--- config.mk ---
export PLATFORM = sky130hd
export DESIGN_NAME = landing_velocity_controller
export DESIGN_NICKNAME = d
export VERILOG_FILES = /design/src/lvc_pkg.sv /design/src/lvc_cfg_regs.sv /design/src/lvc_law.sv /design/src/landing_velocity_controller.sv
export SDC_FILE = /design/constraint.sdc
export NUM_CORES = 2
export LEC_CHECK = 0
export BUFFER_PORTS_ARGS = -buffer_cell sky130_fd_sc_hd__buf_2
export CAP_MARGIN = 20
export CORE_MARGIN = 1
export CORE_UTILIZATION = 45
export CTS_CLUSTER_SIZE = 16
export DETAILED_ROUTE_END_ITERATION = 6
export REMOVE_ABC_BUFFERS = 1
export SLEW_MARGIN = 20
export SYNTH_ARGS = -nofsm -noshare
export SYNTH_HDL_FRONTEND = slang
export SYNTH_SLANG_ARGS = --single-unit
export TNS_END_PERCENT = 1
--- constraint.sdc ---
create_clock -name clk -period 12.3 [get_ports clk]
set_input_delay 2.46 -clock clk [delete_from_list [all_inputs] [get_ports clk]]
set_output_delay 2.46 -clock clk [all_outputs]
set_load 0.05 [all_outputs]
--- src/lvc_pkg.sv ---
// Shared types and constants for the landing velocity controller.
// Used by lvc_cfg_regs, lvc_law and landing_velocity_controller; no dependencies.
package lvc_pkg;

  // Q3.12 fixed point: 4096 = 1.0
  localparam int unsigned POSE_W     = 16;
  localparam int unsigned CFG_W      = 15;
  localparam int unsigned CFG_IDX_W  = 3;
  localparam int unsigned LAT_VEL_W  = 14;
  localparam int unsigned VERT_VEL_W = 13;
  localparam int unsigned S_DATA_W   = 64;
  localparam int unsigned M_DATA_W   = 56;

  localparam logic signed [POSE_W-1:0] LATERAL_GATE_Q = 16'sd2048;  // 0.5
  localparam logic [10:0]              DESCENT_FAST_Q = 11'd1229;   // 0.3
  localparam logic [10:0]              DESCENT_SLOW_Q = 11'd410;    // 0.1
  localparam logic [13:0]              LAT_LIMIT_Q    = 14'd4096;   // 1.0
  localparam logic [13:0]              VERT_LIMIT_Q   = 14'd2048;   // 0.5

  typedef enum logic [CFG_IDX_W-1:0] {
    CFG_LATERAL_THRESHOLD = 3'd0,
    CFG_YAW_THRESHOLD     = 3'd1,
    CFG_START_HEIGHT      = 3'd2,
    CFG_FINAL_HEIGHT      = 3'd3,
    CFG_GAIN_LATERAL      = 3'd4,
    CFG_GAIN_VERTICAL     = 3'd5,
    CFG_GAIN_HEADING      = 3'd6
  } cfg_idx_t;

  typedef struct packed {
    logic [CFG_W-1:0] lateral_threshold;
    logic [CFG_W-1:0] yaw_threshold;
    logic [CFG_W-1:0] start_height;
    logic [CFG_W-1:0] final_height;
    logic [CFG_W-1:0] gain_lateral;
    logic [CFG_W-1:0] gain_vertical;
    logic [CFG_W-1:0] gain_heading;
  } cfg_t;

  typedef struct packed {
    logic signed [POSE_W-1:0] offset_right;
    logic signed [POSE_W-1:0] offset_down;
    logic signed [POSE_W-1:0] height;
    logic signed [POSE_W-1:0] heading_error;
  } pose_t;

  typedef struct packed {
    logic                         land_now;
    logic signed [LAT_VEL_W-1:0]  vel_forward;
    logic signed [LAT_VEL_W-1:0]  vel_right;
    logic signed [VERT_VEL_W-1:0] vel_vertical;
    logic signed [VERT_VEL_W-1:0] turn_rate;
  } result_t;

endpackage

--- src/lvc_cfg_regs.sv ---
// Configuration register file for the landing velocity controller.
// Depends on lvc_pkg (cfg_t, cfg_idx_t).
module lvc_cfg_regs (
  input  logic                           clk,
  input  logic                           rst,
  input  logic                           wr_en,
  input  logic [lvc_pkg::CFG_IDX_W-1:0]  index,
  input  logic [lvc_pkg::CFG_W-1:0]      wr_data,
  output lvc_pkg::cfg_t                  cfg
);
  import lvc_pkg::*;

  cfg_t regs;

  assign cfg = regs;

  always_ff @(posedge clk) begin
    if (rst) begin
      regs.lateral_threshold <= 15'd205;
      regs.yaw_threshold     <= 15'd410;
      regs.start_height      <= 15'd8192;
      regs.final_height      <= 15'd1229;
      regs.gain_lateral      <= 15'd3277;
      regs.gain_vertical     <= 15'd1638;
      regs.gain_heading      <= 15'd2048;
    end else if (wr_en) begin
      unique case (cfg_idx_t'(index))
        CFG_LATERAL_THRESHOLD: regs.lateral_threshold <= wr_data;
        CFG_YAW_THRESHOLD:     regs.yaw_threshold     <= wr_data;
        CFG_START_HEIGHT:      regs.start_height      <= wr_data;
        CFG_FINAL_HEIGHT:      regs.final_height      <= wr_data;
        CFG_GAIN_LATERAL:      regs.gain_lateral      <= wr_data;
        CFG_GAIN_VERTICAL:     regs.gain_vertical     <= wr_data;
        CFG_GAIN_HEADING:      regs.gain_heading      <= wr_data;
        default: ;  // unused index: drop the write
      endcase
    end
  end

endmodule

--- src/lvc_law.sv ---
// Control law: gated proportional terms, rounding, saturation and land decision.
// Pure combinational; depends on lvc_pkg (pose_t, cfg_t, result_t, constants).
module lvc_law (
  input  lvc_pkg::pose_t   pose,
  input  lvc_pkg::cfg_t    cfg,
  output lvc_pkg::result_t result
);
  import lvc_pkg::*;

  // Round Q6.24 to Q3.12, ties toward plus infinity, then clamp to +-lim
  function automatic logic signed [13:0] round_sat(input logic signed [32:0] p,
                                                   input logic [13:0] lim);
    logic signed [32:0] r;
    logic signed [32:0] lim_s;
    r     = (p + 33'sd2048) >>> 12;
    lim_s = $signed({19'd0, lim});
    if (r > lim_s) begin
      round_sat = lim_s[13:0];
    end else if (r < -lim_s) begin
      round_sat = 14'(-lim_s);
    end else begin
      round_sat = r[13:0];
    end
  endfunction

  function automatic logic [16:0] abs17(input logic signed [15:0] v);
    logic signed [16:0] w;
    w = {v[15], v};
    abs17 = w[16] ? 17'(-w) : 17'(w);
  endfunction

  function automatic logic signed [16:0] neg17(input logic signed [15:0] v);
    logic signed [16:0] w;
    w = {v[15], v};
    neg17 = -w;
  endfunction

  logic [16:0]        abs_right, abs_down, abs_heading;
  logic               lateral_on, turn_on, above_final, centered;
  logic signed [32:0] prod_fwd, prod_right, prod_turn;
  logic [10:0]        descent_q;
  logic [25:0]        prod_vert;
  logic [14:0]        vert_round;
  logic signed [13:0] vel_fwd_sat, vel_right_sat, turn_sat;
  logic signed [12:0] vert_sat;

  always_comb begin
    abs_right   = abs17(pose.offset_right);
    abs_down    = abs17(pose.offset_down);
    abs_heading = abs17(pose.heading_error);

    lateral_on  = pose.height > LATERAL_GATE_Q;
    turn_on     = abs_heading > {2'b00, cfg.yaw_threshold};
    above_final = $signed({pose.height[15], pose.height}) >
                  $signed({2'b00, cfg.final_height});
    centered    = (abs_right < {2'b00, cfg.lateral_threshold}) &&
                  (abs_down < {2'b00, cfg.lateral_threshold}) &&
                  (abs_heading < {2'b00, cfg.yaw_threshold});

    // Forward follows the marker's downward offset, right follows its right offset
    prod_fwd   = 33'($signed({1'b0, cfg.gain_lateral}) * neg17(pose.offset_down));
    prod_right = 33'($signed({1'b0, cfg.gain_lateral}) * neg17(pose.offset_right));
    prod_turn  = 33'($signed({1'b0, cfg.gain_heading}) * neg17(pose.heading_error));

    descent_q  = above_final ? DESCENT_FAST_Q : DESCENT_SLOW_Q;
    prod_vert  = 26'(cfg.gain_vertical) * 26'(descent_q);
    vert_round = 15'((prod_vert + 26'd2048) >> 12);

    vel_fwd_sat   = lateral_on ? round_sat(prod_fwd, LAT_LIMIT_Q) : '0;
    vel_right_sat = lateral_on ? round_sat(prod_right, LAT_LIMIT_Q) : '0;
    turn_sat      = turn_on ? round_sat(prod_turn, VERT_LIMIT_Q) : '0;

    // Descent is always downward: negate the rounded magnitude and clamp
    if (vert_round > 15'(VERT_LIMIT_Q)) begin
      vert_sat = -$signed(13'(VERT_LIMIT_Q));
    end else begin
      vert_sat = 13'(-$signed({1'b0, vert_round}));
    end

    if (centered && !above_final) begin
      result.land_now     = 1'b1;
      result.vel_forward  = '0;
      result.vel_right    = '0;
      result.vel_vertical = '0;
      result.turn_rate    = '0;
    end else begin
      result.land_now     = 1'b0;
      result.vel_forward  = vel_fwd_sat;
      result.vel_right    = vel_right_sat;
      result.vel_vertical = vert_sat;
      result.turn_rate    = turn_sat[12:0];
    end
  end

endmodule

--- src/landing_velocity_controller.sv ---
// Top level of the landing velocity controller: stream ports, pose register,
// landing latch and result register. Depends on lvc_pkg, lvc_cfg_regs, lvc_law.
//
// Usage:
//   A pose word enters on the s_ channel (s_tvalid/s_tready). Each kept pose
//   yields one result word on the m_ channel (m_tvalid/m_tready): tuser carries
//   land_now, tdata the four velocity setpoints.
//   A pose higher than start_height is dropped with no result until landing
//   mode has latched; the first pose at or below start_height latches it, and
//   from then on every pose gives a result.
//   From acceptance to m_tvalid a pose passes the pose register, then the
//   control law (three parallel 16x17 multiplies, round and clamp) into the
//   result register. The block takes one word per cycle while the receiver
//   keeps up; a stall holds the flow as described below.
//   When the receiver stalls, the result register holds and the pose register
//   still takes one more word; s_tready falls only when both are full.
//   Synchronous reset clears both valid flags and the landing latch and loads
//   the default register values. Write configuration through cfg_wr_en,
//   cfg_index and cfg_wr_data only while the block is idle.
module landing_velocity_controller (
  input  logic                                clk,
  input  logic                                rst,
  // configuration write port
  input  logic                                cfg_wr_en,
  input  logic [lvc_pkg::CFG_IDX_W-1:0]       cfg_index,
  input  logic [lvc_pkg::CFG_W-1:0]           cfg_wr_data,
  // pose input
  input  logic                                s_tvalid,
  output logic                                s_tready,
  // [15:0] offset_right, [31:16] offset_down, [47:32] height, [63:48] heading_error
  input  logic [lvc_pkg::S_DATA_W-1:0]        s_tdata,
  // result output
  output logic                                m_tvalid,
  input  logic                                m_tready,
  // [13:0] vel_forward, [27:14] vel_right, [40:28] vel_vertical,
  // [53:41] turn_rate, [55:54] zero
  output logic [lvc_pkg::M_DATA_W-1:0]        m_tdata,
  // [0] land_now
  output logic                                m_tuser
);
  import lvc_pkg::*;

  cfg_t    cfg;
  pose_t   pose_in;
  pose_t   pose;
  result_t law_out;
  result_t result;
  logic    pose_valid;
  logic    landing_active;
  logic    keep_in;
  logic    accept;
  logic    advance;

  lvc_cfg_regs u_cfg_regs (
    .clk     (clk),
    .rst     (rst),
    .wr_en   (cfg_wr_en),
    .index   (cfg_index),
    .wr_data (cfg_wr_data),
    .cfg     (cfg)
  );

  assign pose_in.offset_right  = s_tdata[15:0];
  assign pose_in.offset_down   = s_tdata[31:16];
  assign pose_in.height        = s_tdata[47:32];
  assign pose_in.heading_error = s_tdata[63:48];

  // Keep the pose once latched, or when it is at or below the start height
  assign keep_in = landing_active ||
                   !($signed({pose_in.height[15], pose_in.height}) >
                     $signed({2'b00, cfg.start_height}));

  // Result register free, or being emptied this cycle
  assign advance  = !m_tvalid || m_tready;
  assign s_tready = !pose_valid || advance;
  assign accept   = s_tvalid && s_tready;

  always_ff @(posedge clk) begin
    if (rst) begin
      landing_active <= 1'b0;
      pose_valid     <= 1'b0;
      m_tvalid       <= 1'b0;
    end else begin
      if (accept && keep_in) begin
        landing_active <= 1'b1;
      end
      if (s_tready) begin
        pose_valid <= accept && keep_in;
      end
      if (advance) begin
        m_tvalid <= pose_valid;
      end
    end
  end

  // Payload registers: no reset needed
  always_ff @(posedge clk) begin
    if (accept) begin
      pose <= pose_in;
    end
    if (advance && pose_valid) begin
      result <= law_out;
    end
  end

  lvc_law u_law (
    .pose   (pose),
    .cfg    (cfg),
    .result (law_out)
  );

  assign m_tuser = result.land_now;
  assign m_tdata = {2'b00, result.turn_rate, result.vel_vertical,
                    result.vel_right, result.vel_forward};

endmodule

; ---- After elaboration in Yosys (flattened, before gate mapping)
; Index checks and enable logic that the tools add are counted.
[classes]
reduce_logical = 30
n_mux = 15
n_mul = 4
n_eq_ne = 6
n_bitwise = 2
order_cmp = 14
addsub = 8
[op_table]
columns = operator, count
row1 = $add 33x13->33 const B, 3
row2 = $mul 16x17->33, 3
row3 = $mux 14, 6
row4 = $mux 55, 1
row5 = $mux 13, 4
row6 = $lt 17x15->1, 3
row7 = $mux 17, 3
row8 = $neg 16->17, 3
row9 = $gt 21x14->1 const B, 2
row10 = $lt 21x13->1 const B, 2
row11 = $gt 16x16->1, 2
row12 = $add 26x12->26 const B, 1
row13 = $mul 15x11->26, 1
row14 = $gt 21x13->1 const B, 1
row15 = $lt 21x12->1 const B, 1
row16 = $gt 17x15->1, 1
row17 = $gt 16x13->1 const B, 1
row18 = $gt 14x12->1 const B, 1
row19 = $reduce_and 2->1, 7
row20 = $neg 13->13, 1
row21 = $reduce_or 4->1, 3
row22 = $mux 11, 1
row23 = $eq 3x3->1 const B, 3
row24 = $reduce_or 3->1, 3
row25 = other kinds (8), 22
[word_totals]
output_inout_bits = 59
regBits = 227
elab_cells = 105
inputBits = 87

; ---- Depth between registers and ports, before layout
[depth]
depth_word = 8
depth_mapped = 38
depth_no_buf = 35

; ---- Modules after synthesis
; Synthesis repeated with hierarchy kept, for this count alone.
[unflattened]
hier_cells = 5055
area_unflattened_um2 = 46662.3
[modules_own_cells]
columns = module, instances, cells_each, area_per_inst_um2, seq_area_each_um2
row1 = lvc_law, 1, 4485, 38409.3, 0.0
row2 = landing_velocity_controller, 1, 189, 4127.7, 3633.5
row3 = lvc_cfg_regs, 1, 381, 4125.2, 2102.0

; ---- Worst setup path after synthesis
; No wires, ideal clock.
[synth_timing]
kind = reg-to-reg
start = register, netlist name pose[32]
end = register result, in the netlist m_tdata[0], data pin
arrival_time_ps = 9291
path_stages_with_launch = 33
slack_ps = 2852
path_buffers = 2
required_ps = 12143
setup_ps = 157
cell_sequence = edfxtp_1 > inv_1 > ha_1 > nand2_1 > or3_1 > or3_1 > or3_1 > or3_1 > or3_1 > nor3_1 > ha_1 > clkbuf_1 > nand2b_1 > fa_1 > fa_1 > inv_1 > fa_1 > inv_1 > fa_1 > fa_1 > inv_1 > fa_1 > ha_1 > a21o_1 > a21oi_1 > nor2b_1 > or4_1 > o311ai_0 > nand4_1 > nor4bb_1 > a21oi_1 > clkbuf_1 > nor3_1
[synth_between]
elab_chain_len = 7
elab_cells_between_ends = 11
cone_classes = add/sub (2) / mul (1) / order compare (3) / mux (1) / reduce/logical (4)
[synth_lines]
columns = item, line_no
row1 = "parallel branches: the longest is 7 deep, another holds $mul 16x17->33", n/a
row2 = end signal: assignment, landing_velocity_controller.sv:102  ; result <= law_out;
row3 = end: declaration, landing_velocity_controller.sv:47  ; result_t result;
; Parallel ways; which one is timed is not known.
; A chain may end at the register's enable or synchronous reset.

; ---- Worst setup path in the final report
[layout_timing]
start = register, netlist name pose[32]
end = register result, in the netlist m_tdata[3], data pin
[layout_between]
elab_chain_len = 7
elab_cells_between_ends = 11
cone_classes = add/sub (2) / mul (1) / order compare (3) / mux (1) / reduce/logical (4)
[layout_lines]
columns = item
row1 = "parallel branches: the longest is 7 deep, another holds $mul 16x17->33"
; Parallel ways; which one is timed is not known.

==> metrics.txt <==
Post-Syn Area 46,080 sq um; critical path's largest stage delay 0.68 ns; layout cell share with drive strength beyond 1 0.06003; number of global-route vias before repair 34,900; Port Buf Inserts 143; commonest non-fill, non-tap cell in the layout inv_1; Area Growth Syn to Fin 7.409%; M1 WL 54,460 um; maxcap violations 0; RePlAce Congestion 0.9277; number of antenna violations at the first check in global routing 11; crit path max fanout 16; CP Data Arrival Time 11.21 ns; post-synthesis async set-or-reset flop share 0; Tcrit/Tclk final 0.8771; clk_lat worst skew 0.61 ns; GRT Overall Usage 0.2353; Worst setup EP type flop; width of the die 322.0 um; area leader, netlist fa_1; Yosys reg bits 227; Starting Density 0.4536; worst-margin pin slew 1.188 ns; initial drt markers 2,191; Worst Hold Depth 2; Yosys cell types 87; pin count of the biggest net entering global routing 110; # hold bufs at CTS 0; Pwr Total 0.01266 W; Final setup viols 0; sequential area share after synthesis 0.1245; Layout Utilization 0.4872; Core Area 101,600 sq um; max layer used met5; slowest CP cell edfxtp_1; drt pass-1 iters 5; HP Class flop to flop; WL met2 53,760 um; area share of the largest cell type after synthesis 0.3723; final-stage net count 6,550; CTS Sinks 227; top_reg_cell synth edfxtp_1; Post-DP HPWL 94,110 um; die height 322.0 um; Slew HR 0.2055; final hold viol count 0; site row count 117; DR vias/cell 5.161; commonest non-fill, non-tap cells in the layout inv_1, fa_1, nand2_1; Vias 33,810; DRT antenna net count 0; H-tree lvl count 1; critical path required time 12.72 ns; first-pass GRT wire length 192,100 um; Hold Path Sink u_cfg_regs.cfg[66]; Die ar. 103,700 sq um; PD cells 255.8 nW/um^2; Crit Path Class flop to flop; CTS tree built; r2r endpoint m_tdata[3]; status complete, no violations; P_leak 24.46 nW; Reg-to-Reg Start pose[32]; Max Root-Sink Buffers 3; Setup Buffers After CTS 0; post-synthesis area per instance 9.079 sq um; GRT overflow 0; Area contributors post-synth fa_1, ha_1, inv_1, edfxtp_1, nand2_1; wire length per cell 17.80 um; IO Pins 146; WL final 116,600 um; Worst R2R Path Depth 30; CTS resizes 0; CTS Root Buffer Type clkbuf_16; Worst-path clk slew 0.06 ns; Post-synth EDFFs 119; Cells after Synth 5,076; r2r setup slk 1.51 ns; Ys Warns 0; drt drc 0; Fin Clk Skew 0.02168 ns; Slew Limit Fails 0; Num CTS Buffers 27; Critical Path Most Common Cell fa_1; VDD IR max 0.0003637 V; setup TNS 0 ns; routed length on met3 6622 um; crit path launch type flop; HP Start u_cfg_regs.cfg[66]; RSZ-0062 raised after global routing false; Tmin final 10.79 ns; achievable clock frequency 0.09269 GHz
[power breakdown]
group / switching (W) / leakage, nW / total [W] / internal [W]
registers: 0.0000390 / 2.06 / 0.000917 / 0.000878
logic: 0.00660 / 22.0 / 0.0109 / 0.00431
clock network: 0.000371 / 0.446 / 0.000837 / 0.000466
total: 0.00701 / 24.5 / 0.0127 / 0.00566
[flip-flops by register name, indices dropped and copies added, names as in the netlist]
signal,cells
pose_valid,1
m_tdata,54
m_tuser,1
m_tvalid,1
u_cfg_regs.cfg,105
pose,64
landing_active,1
[Yosys cell counts, types with 5 or more instances]
master and n:
a2111oi_0 5, a211o_1 22, a211oi_1 17, a21o_1 49
a21oi_1 200, a221o_1 5, a221oi_1 6, a31o_2 5
a31oi_1 15, and2_1 371, and3_1 29, and4_1 12
clkbuf_1 174, dfxtp_1 108, edfxtp_1 119, fa_1 857
ha_1 446, inv_1 1141, nand2_1 657, nand2b_1 70
nand3_1 31, nand3b_1 29, nand4_1 29, nor2_1 115
nor2b_1 51, nor3_1 33, nor4_1 16, o211ai_1 11
o21a_1 28, o21ai_0 78, o21bai_1 8, o31ai_1 6
o41ai_1 6, or2_2 12, or3_1 44, xnor2_1 101
xor2_1 68
[metrics by stage]
step / cell area (sq um) / instances / setup slack [ns] / hold WS [ns]
2_1_floorplan: 45480 / 4920 / 2.779 / 0.4303
3_3_place_gp: 48540 / 6498 / 1.710 / 0.4431
3_5_place_dp: 48550 / 6498 / 1.551 / 0.4485
4_1_cts: 49460 / 6548 / 1.501 / 0.4569
5_1_grt: 49500 / 6551 / 0.6964 / 0.4684
6_report: 49500 / 6551 / 1.511 / 0.4545
[critical path, delay by kind of cell, from the launching register on]
kind            cells  cell delay [ns]
compound gates      4             1.20
buf+inv             4             0.47
simple gates       13             4.06
fa+ha+maj           9             4.19
flops               1             0.68
[worst max-delay path by stage]
stage	start	to	slack (ns)	cells past startpoint
finish	pose[32]	m_tdata[3]	1.51	30
global route	pose[32]	m_tdata[3]	0.70	30
CTS	pose[32]	m_tdata[3]	1.50	30
detailed placement	pose[32]	m_tdata[3]	1.55	30
global placement	pose[32]	m_tdata[0]	1.71	30
floorplan	pose[32]	m_tdata[3]	2.78	30
[metal layers]
metal	up-vias	track usage
met4	2	0.04011
li1	15770	-
met2	818	0.3807
met5	-	0
met3	100	0.02729
met1	17120	0.3423
[logic make-up after synthesis]
logic type / synth area share
XOR/XNOR: 0.03212
other: 0.0001630
buffers and inverters: 0.1081
AO/OA/AOI/OAI: 0.07328
multiplexers: 0.001385
adder cells (fa/ha/maj): 0.4934
AND/OR/NAND/NOR: 0.1671
flip-flops: 0.1245
[area by class of cell]
class,instances,area [sq um]
fill,9805,52100
tap,1368,1712
antenna,2,5.005
multi-input combinational,3552,35600
clock inverter,15,111.4
timing repair buffer,211,1246
clock buffer,35,800.8
sequential,227,5738
inverter,1141,4283
Power figures use the tool's default switching activity.
